File: config.mk
export PLATFORM = sky130hd
export DESIGN_NAME = direct_mapped_word_cache_core
export DESIGN_NICKNAME = d
export VERILOG_FILES = /design/src/rtl/dmc_pkg.sv /design/src/rtl/dmc_ram.sv /design/src/rtl/dmc_ctrl.sv /design/src/rtl/dmc_datapath.sv /design/src/rtl/direct_mapped_word_cache_core.sv
export SDC_FILE = /design/constraint.sdc
export NUM_CORES = 2
export LEC_CHECK = 0
export BUFFER_PORTS_ARGS = -buffer_cell sky130_fd_sc_hd__buf_4
export CORE_MARGIN = 4
export CORE_UTILIZATION = 35
export CTS_CLUSTER_SIZE = 30
export DETAILED_ROUTE_END_ITERATION = 8
export PLACE_DENSITY_LB_ADDON = 0.08
export SYNTH_ARGS = -nofsm -noshare
export SYNTH_HDL_FRONTEND = slang
export SYNTH_HIERARCHICAL = 1
export SYNTH_SLANG_ARGS = --single-unit
File: constraint.sdc
create_clock -name clk -period 14.8 [get_ports clk]
set_clock_uncertainty 0.15 [all_clocks]
set_input_delay 2.22 -clock clk [delete_from_list [all_inputs] [get_ports clk]]
set_output_delay 2.22 -clock clk [all_outputs]
set_load 0.02 [all_outputs]
File: src/rtl/dmc_pkg.sv
// ----------------------------------------------------------------------------
// dmc_pkg
// Shared constants, types and codes of the direct-mapped word cache.
// ----------------------------------------------------------------------------
`default_nettype none

package dmc_pkg;

    localparam int ADDR_BITS   = 32;
    localparam int WORD_BITS   = 32;
    localparam int INDEX_BITS  = 6;
    localparam int OFFSET_BITS = 2;
    localparam int TAG_BITS    = ADDR_BITS - INDEX_BITS - OFFSET_BITS;
    localparam int LINES       = 1 << INDEX_BITS;

    // stream payload layout
    localparam int S_DATA_BITS = 3 * WORD_BITS;   // address, write_data, fill_word
    localparam int S_USER_BITS = 1;               // opcode
    localparam int M_DATA_BITS = 3 * WORD_BITS;   // read_data, hit_total, miss_total
    localparam int M_USER_BITS = 3;               // hit, memory_read, memory_write

    localparam int USER_HIT    = 0;
    localparam int USER_MREAD  = 1;
    localparam int USER_MWRITE = 2;

    localparam logic OP_READ  = 1'b0;
    localparam logic OP_WRITE = 1'b1;

    typedef logic [INDEX_BITS-1:0] index_t;
    typedef logic [TAG_BITS-1:0]   tag_t;
    typedef logic [WORD_BITS-1:0]  word_t;

    // controller to datapath
    typedef struct packed {
        logic capture;   // input transfer: latch access, start array read
        logic commit;    // lookup done and output register free
    } dp_cmd_t;

endpackage

`default_nettype wire

File: src/rtl/dmc_ram.sv
// ----------------------------------------------------------------------------
// dmc_ram
// Simple dual-port RAM: one write port, one read port with registered data.
// ----------------------------------------------------------------------------
`default_nettype none

module dmc_ram #(
    parameter int  WIDTH = 32,
    parameter int  DEPTH = 64,
    localparam int AW    = (DEPTH > 1) ? $clog2(DEPTH) : 1
) (
    input  wire logic             clk,
    input  wire logic             wr_en,
    input  wire logic [AW-1:0]    wr_addr,
    input  wire logic [WIDTH-1:0] wr_data,
    input  wire logic             rd_en,
    input  wire logic [AW-1:0]    rd_addr,
    output logic      [WIDTH-1:0] rd_data
);

    logic [WIDTH-1:0] mem [DEPTH];

    always_ff @(posedge clk)
    begin
        if (wr_en)
        begin
            mem[wr_addr] <= wr_data;
        end
        if (rd_en)
        begin
            rd_data <= mem[rd_addr];
        end
    end

endmodule

`default_nettype wire

File: src/rtl/dmc_ctrl.sv
// ----------------------------------------------------------------------------
// dmc_ctrl
// Access sequencer: accept, lookup/commit, output valid tracking.
// ----------------------------------------------------------------------------
`default_nettype none

module dmc_ctrl (
    input  wire logic     clk,
    input  wire logic     rst_n,
    input  wire logic     s_tvalid,
    output logic          s_tready,
    output logic          m_tvalid,
    input  wire logic     m_tready,
    output dmc_pkg::dp_cmd_t cmd
);

    typedef enum logic [0:0] {
        ST_IDLE,
        ST_LOOK
    } state_t;

    state_t state_reg, state_next;
    logic   out_valid_reg, out_valid_next;
    logic   out_free;

    assign s_tready    = (state_reg == ST_IDLE);
    assign m_tvalid    = out_valid_reg;
    assign out_free    = !out_valid_reg || m_tready;
    assign cmd.capture = s_tvalid && s_tready;
    assign cmd.commit  = (state_reg == ST_LOOK) && out_free;

    always_comb
    begin
        state_next     = state_reg;
        out_valid_next = out_valid_reg;
        if (m_tready)
        begin
            out_valid_next = 1'b0;
        end
        unique case (state_reg)
            ST_IDLE:
            begin
                if (cmd.capture)
                begin
                    state_next = ST_LOOK;
                end
            end
            ST_LOOK:
            begin
                // hold the lookup until the previous result has left
                if (cmd.commit)
                begin
                    state_next     = ST_IDLE;
                    out_valid_next = 1'b1;
                end
            end
            default:
            begin
                state_next = ST_IDLE;
            end
        endcase
    end

    always_ff @(posedge clk or negedge rst_n)
    begin
        if (!rst_n)
        begin
            state_reg     <= ST_IDLE;
            out_valid_reg <= 1'b0;
        end
        else
        begin
            state_reg     <= state_next;
            out_valid_reg <= out_valid_next;
        end
    end

endmodule

`default_nettype wire

File: src/rtl/dmc_datapath.sv
// ----------------------------------------------------------------------------
// dmc_datapath
// Tag and word arrays, valid bits, hit compare, counters, output register.
// ----------------------------------------------------------------------------
`default_nettype none

module dmc_datapath (
    input  wire logic                               clk,
    input  wire logic                               rst_n,
    input  wire dmc_pkg::dp_cmd_t                   cmd,
    input  wire logic [dmc_pkg::S_DATA_BITS-1:0]    s_tdata,
    input  wire logic [dmc_pkg::S_USER_BITS-1:0]    s_tuser,
    output logic      [dmc_pkg::M_DATA_BITS-1:0]    m_tdata,
    output logic      [dmc_pkg::M_USER_BITS-1:0]    m_tuser
);

    localparam int WB = dmc_pkg::WORD_BITS;

    dmc_pkg::word_t  in_addr;
    dmc_pkg::index_t in_index;

    // latched access
    logic            op_reg;
    dmc_pkg::word_t  addr_reg;
    dmc_pkg::word_t  wdata_reg;
    dmc_pkg::word_t  fill_reg;
    dmc_pkg::index_t index_reg;
    dmc_pkg::tag_t   tag_cur;

    dmc_pkg::tag_t   tag_rd;
    dmc_pkg::word_t  word_rd;

    logic [dmc_pkg::LINES-1:0] valid_reg, valid_next;
    dmc_pkg::word_t  hits_reg, hits_next;
    dmc_pkg::word_t  misses_reg, misses_next;

    logic            is_write;
    logic            is_hit;
    logic            is_miss;
    logic            line_wr;
    dmc_pkg::word_t  line_wdata;

    dmc_pkg::word_t  rdata_reg;
    dmc_pkg::word_t  hit_total_reg;
    dmc_pkg::word_t  miss_total_reg;
    logic            hit_reg;
    logic            mread_reg;
    logic            mwrite_reg;

    assign in_addr  = s_tdata[WB-1:0];
    assign in_index = in_addr[dmc_pkg::OFFSET_BITS +: dmc_pkg::INDEX_BITS];

    always_ff @(posedge clk)
    begin
        if (cmd.capture)
        begin
            op_reg    <= s_tuser[0];
            addr_reg  <= in_addr;
            wdata_reg <= s_tdata[2*WB-1:WB];
            fill_reg  <= s_tdata[3*WB-1:2*WB];
        end
    end

    assign index_reg = addr_reg[dmc_pkg::OFFSET_BITS +: dmc_pkg::INDEX_BITS];
    assign tag_cur   = addr_reg[dmc_pkg::ADDR_BITS-1 -: dmc_pkg::TAG_BITS];

    assign is_write   = (op_reg == dmc_pkg::OP_WRITE);
    assign is_hit     = !is_write && valid_reg[index_reg] && (tag_rd == tag_cur);
    assign is_miss    = !is_write && !is_hit;
    assign line_wr    = cmd.commit && !is_hit;
    assign line_wdata = is_write ? wdata_reg : fill_reg;

    dmc_ram #(
        .WIDTH (dmc_pkg::TAG_BITS),
        .DEPTH (dmc_pkg::LINES)
    ) u_tag_ram (
        .clk     (clk),
        .wr_en   (line_wr),
        .wr_addr (index_reg),
        .wr_data (tag_cur),
        .rd_en   (cmd.capture),
        .rd_addr (in_index),
        .rd_data (tag_rd)
    );

    dmc_ram #(
        .WIDTH (WB),
        .DEPTH (dmc_pkg::LINES)
    ) u_word_ram (
        .clk     (clk),
        .wr_en   (line_wr),
        .wr_addr (index_reg),
        .wr_data (line_wdata),
        .rd_en   (cmd.capture),
        .rd_addr (in_index),
        .rd_data (word_rd)
    );

    always_comb
    begin
        valid_next  = valid_reg;
        hits_next   = hits_reg;
        misses_next = misses_reg;
        if (line_wr)
        begin
            valid_next[index_reg] = 1'b1;
        end
        if (cmd.commit && is_hit)
        begin
            hits_next = hits_reg + 32'd1;
        end
        if (cmd.commit && is_miss)
        begin
            misses_next = misses_reg + 32'd1;
        end
    end

    always_ff @(posedge clk or negedge rst_n)
    begin
        if (!rst_n)
        begin
            valid_reg  <= '0;
            hits_reg   <= '0;
            misses_reg <= '0;
        end
        else
        begin
            valid_reg  <= valid_next;
            hits_reg   <= hits_next;
            misses_reg <= misses_next;
        end
    end

    always_ff @(posedge clk)
    begin
        if (cmd.commit)
        begin
            rdata_reg      <= is_write ? '0 : (is_hit ? word_rd : fill_reg);
            hit_reg        <= is_hit;
            mread_reg      <= is_miss;
            mwrite_reg     <= is_write;
            hit_total_reg  <= hits_next;
            miss_total_reg <= misses_next;
        end
    end

    assign m_tdata = {miss_total_reg, hit_total_reg, rdata_reg};

    always_comb
    begin
        m_tuser                       = '0;
        m_tuser[dmc_pkg::USER_HIT]    = hit_reg;
        m_tuser[dmc_pkg::USER_MREAD]  = mread_reg;
        m_tuser[dmc_pkg::USER_MWRITE] = mwrite_reg;
    end

endmodule

`default_nettype wire

File: src/rtl/direct_mapped_word_cache_core.sv
// ----------------------------------------------------------------------------
// direct_mapped_word_cache_core
// Direct-mapped write-through, write-allocate cache of one-word lines.
// ----------------------------------------------------------------------------
// In each access, the transfer in starts a registered read of
// the tag and word RAMs at the line index, and the lookup state then compares the
// tag, updates the line and counters and loads the output register. The
// output register lets the next access be taken while a result still waits;
// a lookup is held while the output register holds an untaken result. Valid bits are
// flip-flops cleared by reset, so no clearing pass is needed after reset.
// ----------------------------------------------------------------------------
`default_nettype none

module direct_mapped_word_cache_core (
    input  wire logic                            clk,
    input  wire logic                            rst_n,
    input  wire logic                            s_tvalid,
    output logic                                 s_tready,
    // address[31:0], write_data[63:32], fill_word[95:64]
    input  wire logic [dmc_pkg::S_DATA_BITS-1:0] s_tdata,
    // opcode[0]
    input  wire logic [dmc_pkg::S_USER_BITS-1:0] s_tuser,
    output logic                                 m_tvalid,
    input  wire logic                            m_tready,
    // read_data[31:0], hit_total[63:32], miss_total[95:64]
    output logic      [dmc_pkg::M_DATA_BITS-1:0] m_tdata,
    // hit[0], memory_read[1], memory_write[2]
    output logic      [dmc_pkg::M_USER_BITS-1:0] m_tuser
);

    dmc_pkg::dp_cmd_t cmd;

    dmc_ctrl u_ctrl (
        .clk      (clk),
        .rst_n    (rst_n),
        .s_tvalid (s_tvalid),
        .s_tready (s_tready),
        .m_tvalid (m_tvalid),
        .m_tready (m_tready),
        .cmd      (cmd)
    );

    dmc_datapath u_dp (
        .clk     (clk),
        .rst_n   (rst_n),
        .cmd     (cmd),
        .s_tdata (s_tdata),
        .s_tuser (s_tuser),
        .m_tdata (m_tdata),
        .m_tuser (m_tuser)
    );

endmodule

`default_nettype wire

# Word level (Yosys, flattened, before mapping)
# Memories as Yosys holds them, arrays and structs flattened. A register that Yosys moved wholly into a read port is not among the register bits.
# Index checks and enable logic that the tools add are counted.
word_totals:
  register_bits: 326
  ram_bits: 3584
  in_bits: 101
  elab_cells: 53
  mem_count: 2
memory_table:
  columns: ["memory", "words", "word_bits", "rd", "rd_clocked_by_memory_dff", "write_ports", "line_no", "source"]
  rows:
  - ["u_dp.u_word_ram.mem", 64, 32, 1, 1, 1, "dmc_ram.sv:21", "logic [WIDTH-1:0] mem [DEPTH];"]
  - ["u_dp.u_tag_ram.mem", 64, 24, 1, 1, 1, "dmc_ram.sv:21", null]
op_classes:
  addsub: 2
  magnitude_cmp: 2
  n_eq_ne: 1
  n_mux: 16
  n_bitwise: 2
  reduce_logical: 13
op_table:
  columns: ["cell", "n"]
  rows:
  - ["$mux W32", 4]
  - ["$add A32 B1 Y32 const B", 2]
  - ["$or A64 B64 Y64", 1]
  - ["$eq A24 B24 Y1", 1]
  - ["$logic_and A1 B1 Y1", 9]
  - ["$mux W1", 9]
  - ["$lt A6 B7 Y1 const B", 1]
  - ["$bmux W1 S6", 1]
  - ["$demux W1 S6", 1]
  - ["$ge A6 B1 Y1 const B", 1]
  - ["$logic_not A1 Y1", 3]
  - ["$pmux W1 S2", 1]
  - ["$logic_or A1 B1 Y1", 1]
  - ["$not A1 Y1", 1]

# Longest topological paths before layout
logic_depth:
  ltp_word: 8
  ltp_mapped: 13
  mapped_depth_nobuf: 10

# Modules after synthesis
# The synthesis kept the hierarchy.
by_module_without_submodules:
  columns: ["mod", "n_inst", "cells_per_inst", "area_per_inst_um2", "seq_area_each_um2"]
  rows:
  - ["dmc_ram at u_dp.u_word_ram", 1, 3324, 78835.6, 62459.9]
  - ["dmc_ram at u_dp.u_tag_ram", 1, 2610, 59535.8, 46844.9]
  - ["dmc_datapath", 1, 843, 12889.9, 9028.7]
  - ["dmc_ctrl", 1, 8, 93.8, 50.0]

# Least setup slack after synthesis
# Ideal clock, no wire load.
synth_path:
  path_kind: "input -> register"
  from: "in m_tready"
  to: "mem u_dp.u_word_ram.mem[49][0] (enable)"
  setup_time_ns: 0.461
  t_arrival_ns: 8.328
  setup_slack_ns: 5.861
  cell_stages: 8
  n_path_buf: 1
  cell_sequence: "nand2b_4 and2_1 clkbuf_1 clkinv_1 nor2_1 nor2b_1 nand4_1 nor3_1"
synth_lines:
  columns: ["item", "line_no", "source"]
  rows:
  - ["start: declaration", "direct_mapped_word_cache_core.sv:24", "input wire logic m_tready,"]
  - ["end: declaration", "dmc_ram.sv:21", null]

# Worst setup path in the final report
layout_path:
  from: "reg u_dp.addr_reg[4]"
  to: "mem u_dp.u_word_ram.mem[62][8] (enable)"
layout_via:
  elab_chain_cells: 8
layout_lines:
  columns: ["item", "line_no", "source"]
  rows:
  - ["start: declaration", "dmc_datapath.sv:24", "dmc_pkg::word_t addr_reg;"]
  - ["start signal: assignment", "dmc_datapath.sv:58", "addr_reg <= in_addr;"]
  - ["$bmux W1 S6", "dmc_datapath.sv:68", "assign is_hit = !is_write && valid_reg[index_reg] && (tag_rd == tag_cur);"]
  - ["$mux W1 (not written as such)", "dmc_datapath.sv:68", null]
  - ["$logic_and A1 B1 Y1 (2 in a row)", "dmc_datapath.sv:68", null]
  - ["$logic_not A1 Y1", "dmc_datapath.sv:70", "assign line_wr = cmd.commit && !is_hit;"]
  - ["$logic_and A1 B1 Y1", "dmc_datapath.sv:70", null]
  - ["net u_dp.line_wr", "dmc_datapath.sv:40", "logic line_wr;"]
  - ["$mux W1", "dmc_ram.sv:25", "if (wr_en)"]
  - ["$mux W1 (not written as such)", "dmc_ram.sv:27", "mem[wr_addr] <= wr_data;"]
# The timed path passes the listed nets, and every way through them passes these cells. The select of a mux whose other input is x is not followed.

==> qor.yml <==
status: "finished, final reports clean"
holdWs_ns: 0.302
htree_levels: 5
rows: 241
clock_path_buffers: 4
setup_viol: 0
fin_setup_tns_ns: 0
grt_pass1_wl_um: 602000
post-synth-top-area-cell: "edfxtp_1"
hpwl_um: 241000
holdPathStages: 1
fp.dieArea_um2: 443000
globalRouteTotalUtil: 0.193
maxCapViolCount: 0
syn_to_final_growth_pct: 15.6
netlist_instances: 6785
hold_violations: 0
drc: 0
antenna_found_initial: 25
synth_flop_cell: "edfxtp_1"
syn_area_per_cell_um2: 22.3
final_common_cell: "edfxtp_1"
finalCritPeriodShare: 0.454
pwr_density_cell_nw_per_um2: 141
dp.cells: 12600
r2r_cells: 12
largest_reg_flops: 2048
cp_slowest_cell: "edfxtp_1"
synth-seq-cells: 3964
rsz0062_at_grt: "no"
core_um2: 431000
mostFrequentLayoutCells: "edfxtp_1 (3,834), mux4_2 (913), buf_4 (491)"
synth_area_um2: 151000
grt_max_degree: 111
timing.max_slew.rel_slack: 0.124
min_path_type: "reg -> reg"
cts.sinks: 3964
cts_buffers: 436
portBuffers: 199
synth_area_leaders: "edfxtp_1 (76%), mux4_2 (14%), dfrtp_1 (2.1%), mux2i_1 (1.5%), nor2_1 (0.67%)"
cts_root_buf: "clkbuf_16"
via_per_inst: 5.36
ctsResizeCount: 0
setup.worst_path.end_class: "flip-flop"
drive_gt1_frac: 0.292
async_flop_share: 0.0328
grt-ovfl-total: 0
yosysTopAreaCellShare: 0.761
p_leak_nw: 55.7
drtIter0Drc: 6428
tritoncts: "built"
synth-seq-area-share: 0.782
cp-start-kind: "flip-flop"
synth.distinct_cells: 66
synth_warnings: 6
die-height_um: 666
ios: 202
synthesis.nets: 6888
path_max_fanout: 27
routedWlPerCell_um: 32.3
start_util: 0.351
critPathMaxStageDelay_ns: 1.01
first_pass_iters: 5
nets: 7468
p_total_mw: 24.7
synth-edff-count: 3834
gp_congestion: 0.802
tightestPinTransition_ns: 1.31
path_cells: "mux4_2 -> mux2i_1 -> o22ai_1 -> a311o_1 -> o21ai_4 -> inv_2 -> nor2_1 -> buf_4 -> nor2b_1 -> nand3_1 -> nor2_4 -> buf_4"
cts.clk_slew.worst_paths_ns: 0.06
critPathKind: "reg -> reg"
peakVddDrop_v: 0.0000951
ant_nets: 0
critPathMostFrequentCell: "buf_4"
critPathArrivalTime_ns: 7.15
cts_setup_buffers: 0
cp_data_required_time_ns: 15.24
clock.fmax_ghz: 0.149
postCtsHoldBufs: 0
num_vias: 72000
die_w_um: 666
fin_crit_ns: 6.72
grt_pass1_vias: 75700
slew_viol_final: 0
routed_wl_um: 435000
stdcell_count: 13400
clk_latency_ns: 1.00
[per-stage QoR]
step	cell area [um2]	util	setup WS, ns
floorplan	151000	-	5.86
global placement	161000	0.374	7.20
detailed placement	161000	0.374	7.19
CTS	175000	0.406	8.04
global route	175000	0.406	7.77
finish	175000	0.406	8.08
[logic make-up (layout without fill, tap and decap cells)]
kind of cell / Yosys count / count (layout) / synth area share
AND/OR/NAND/NOR: 644 / 644 / 0.0207
AO/OA/AOI/OAI: 482 / 482 / 0.0219
other: 0 / 13 / 0
flip-flops: 3964 / 3964 / 0.782
adder cells (fa/ha/maj): 2 / 2 / 0.000165
XOR/XNOR: 86 / 86 / 0.00498
buffers and inverters: 377 / 1318 / 0.0125
multiplexers: 1230 / 1230 / 0.158
[final cells by class]
class,instances,area (um2)
Tap cell,5710,7140
Timing Repair Buffer,504,3940
Sequential cell,3964,118000
Clock buffer,555,11600
Clock inverter,244,1980
Antenna cell,13,32.5
Fill cell,38000,256000
Inverter,15,56.3
Multi-Input combinational cell,2444,31800
[per-layer routing]
layer  up-vias  GRT usage  share of wire
met1     39700      0.251           0.41
met2      1903      0.333           0.51
met5         -          0       0.000023
li1      29800          -              -
met4         2     0.0700          0.040
met3       637     0.0241          0.045
[worst paths after layout]
check                                              startpoint  slack (ns)                                   end
min in group asynchronous                               rst_n        1.22            u_dp/hits_reg[6]$_DFF_PN0_
worst max register to register     u_dp/addr_reg[4]$_DFFE_PP_        8.08  u_dp/u_word_ram/mem[62][8]$_DFFE_PP_
worst min-delay path            u_dp/valid_reg[4]$_DFFE_PN0P_        0.30         u_dp/valid_reg[4]$_DFFE_PN0P_
worst min register to register  u_dp/valid_reg[4]$_DFFE_PN0P_        0.30         u_dp/valid_reg[4]$_DFFE_PN0P_
worst max-delay path               u_dp/addr_reg[4]$_DFFE_PP_        8.08  u_dp/u_word_ram/mem[62][8]$_DFFE_PP_
max in group asynchronous                               rst_n       11.82        u_dp/valid_reg[52]$_DFFE_PN0P_
[synthesized netlist by cell type (all sizes together), types with 9 or more instances]
cell / n
a21o: 24
a21oi: 84
a221oi: 52
a22oi: 41
a31oi: 14
and3: 35
buf: 224
clkbuf: 138
dfrtp: 130
edfxtp: 3834
inv: 13
mux2: 92
mux2i: 225
mux4: 913
nand2: 89
nand2b: 21
nand3: 53
nand3b: 9
nand4: 32
nor2: 272
nor2b: 29
nor3: 22
nor4: 23
o21a: 13
o21ai: 19
o21bai: 41
o221ai: 28
o22ai: 141
or2: 9
or3: 24
xnor2: 43
xor2: 43
[worst max-delay path: cells and delay by family (launching register included)]
kind                   cells  cell delay (ns)
flip-flops                 1             1.01
AO/OA/AOI/OAI              3             1.10
AND/OR/NAND/NOR            4             1.89
multiplexers               2             0.73
buffers and inverters      3             1.38
[power breakdown]
part	internal, mW	switching [mW]
clock	5.98	4.40
sequential	12.6	0.0758
combinational	0.492	1.09
total	19.1	5.56
(Power assumes the default switching activity.)
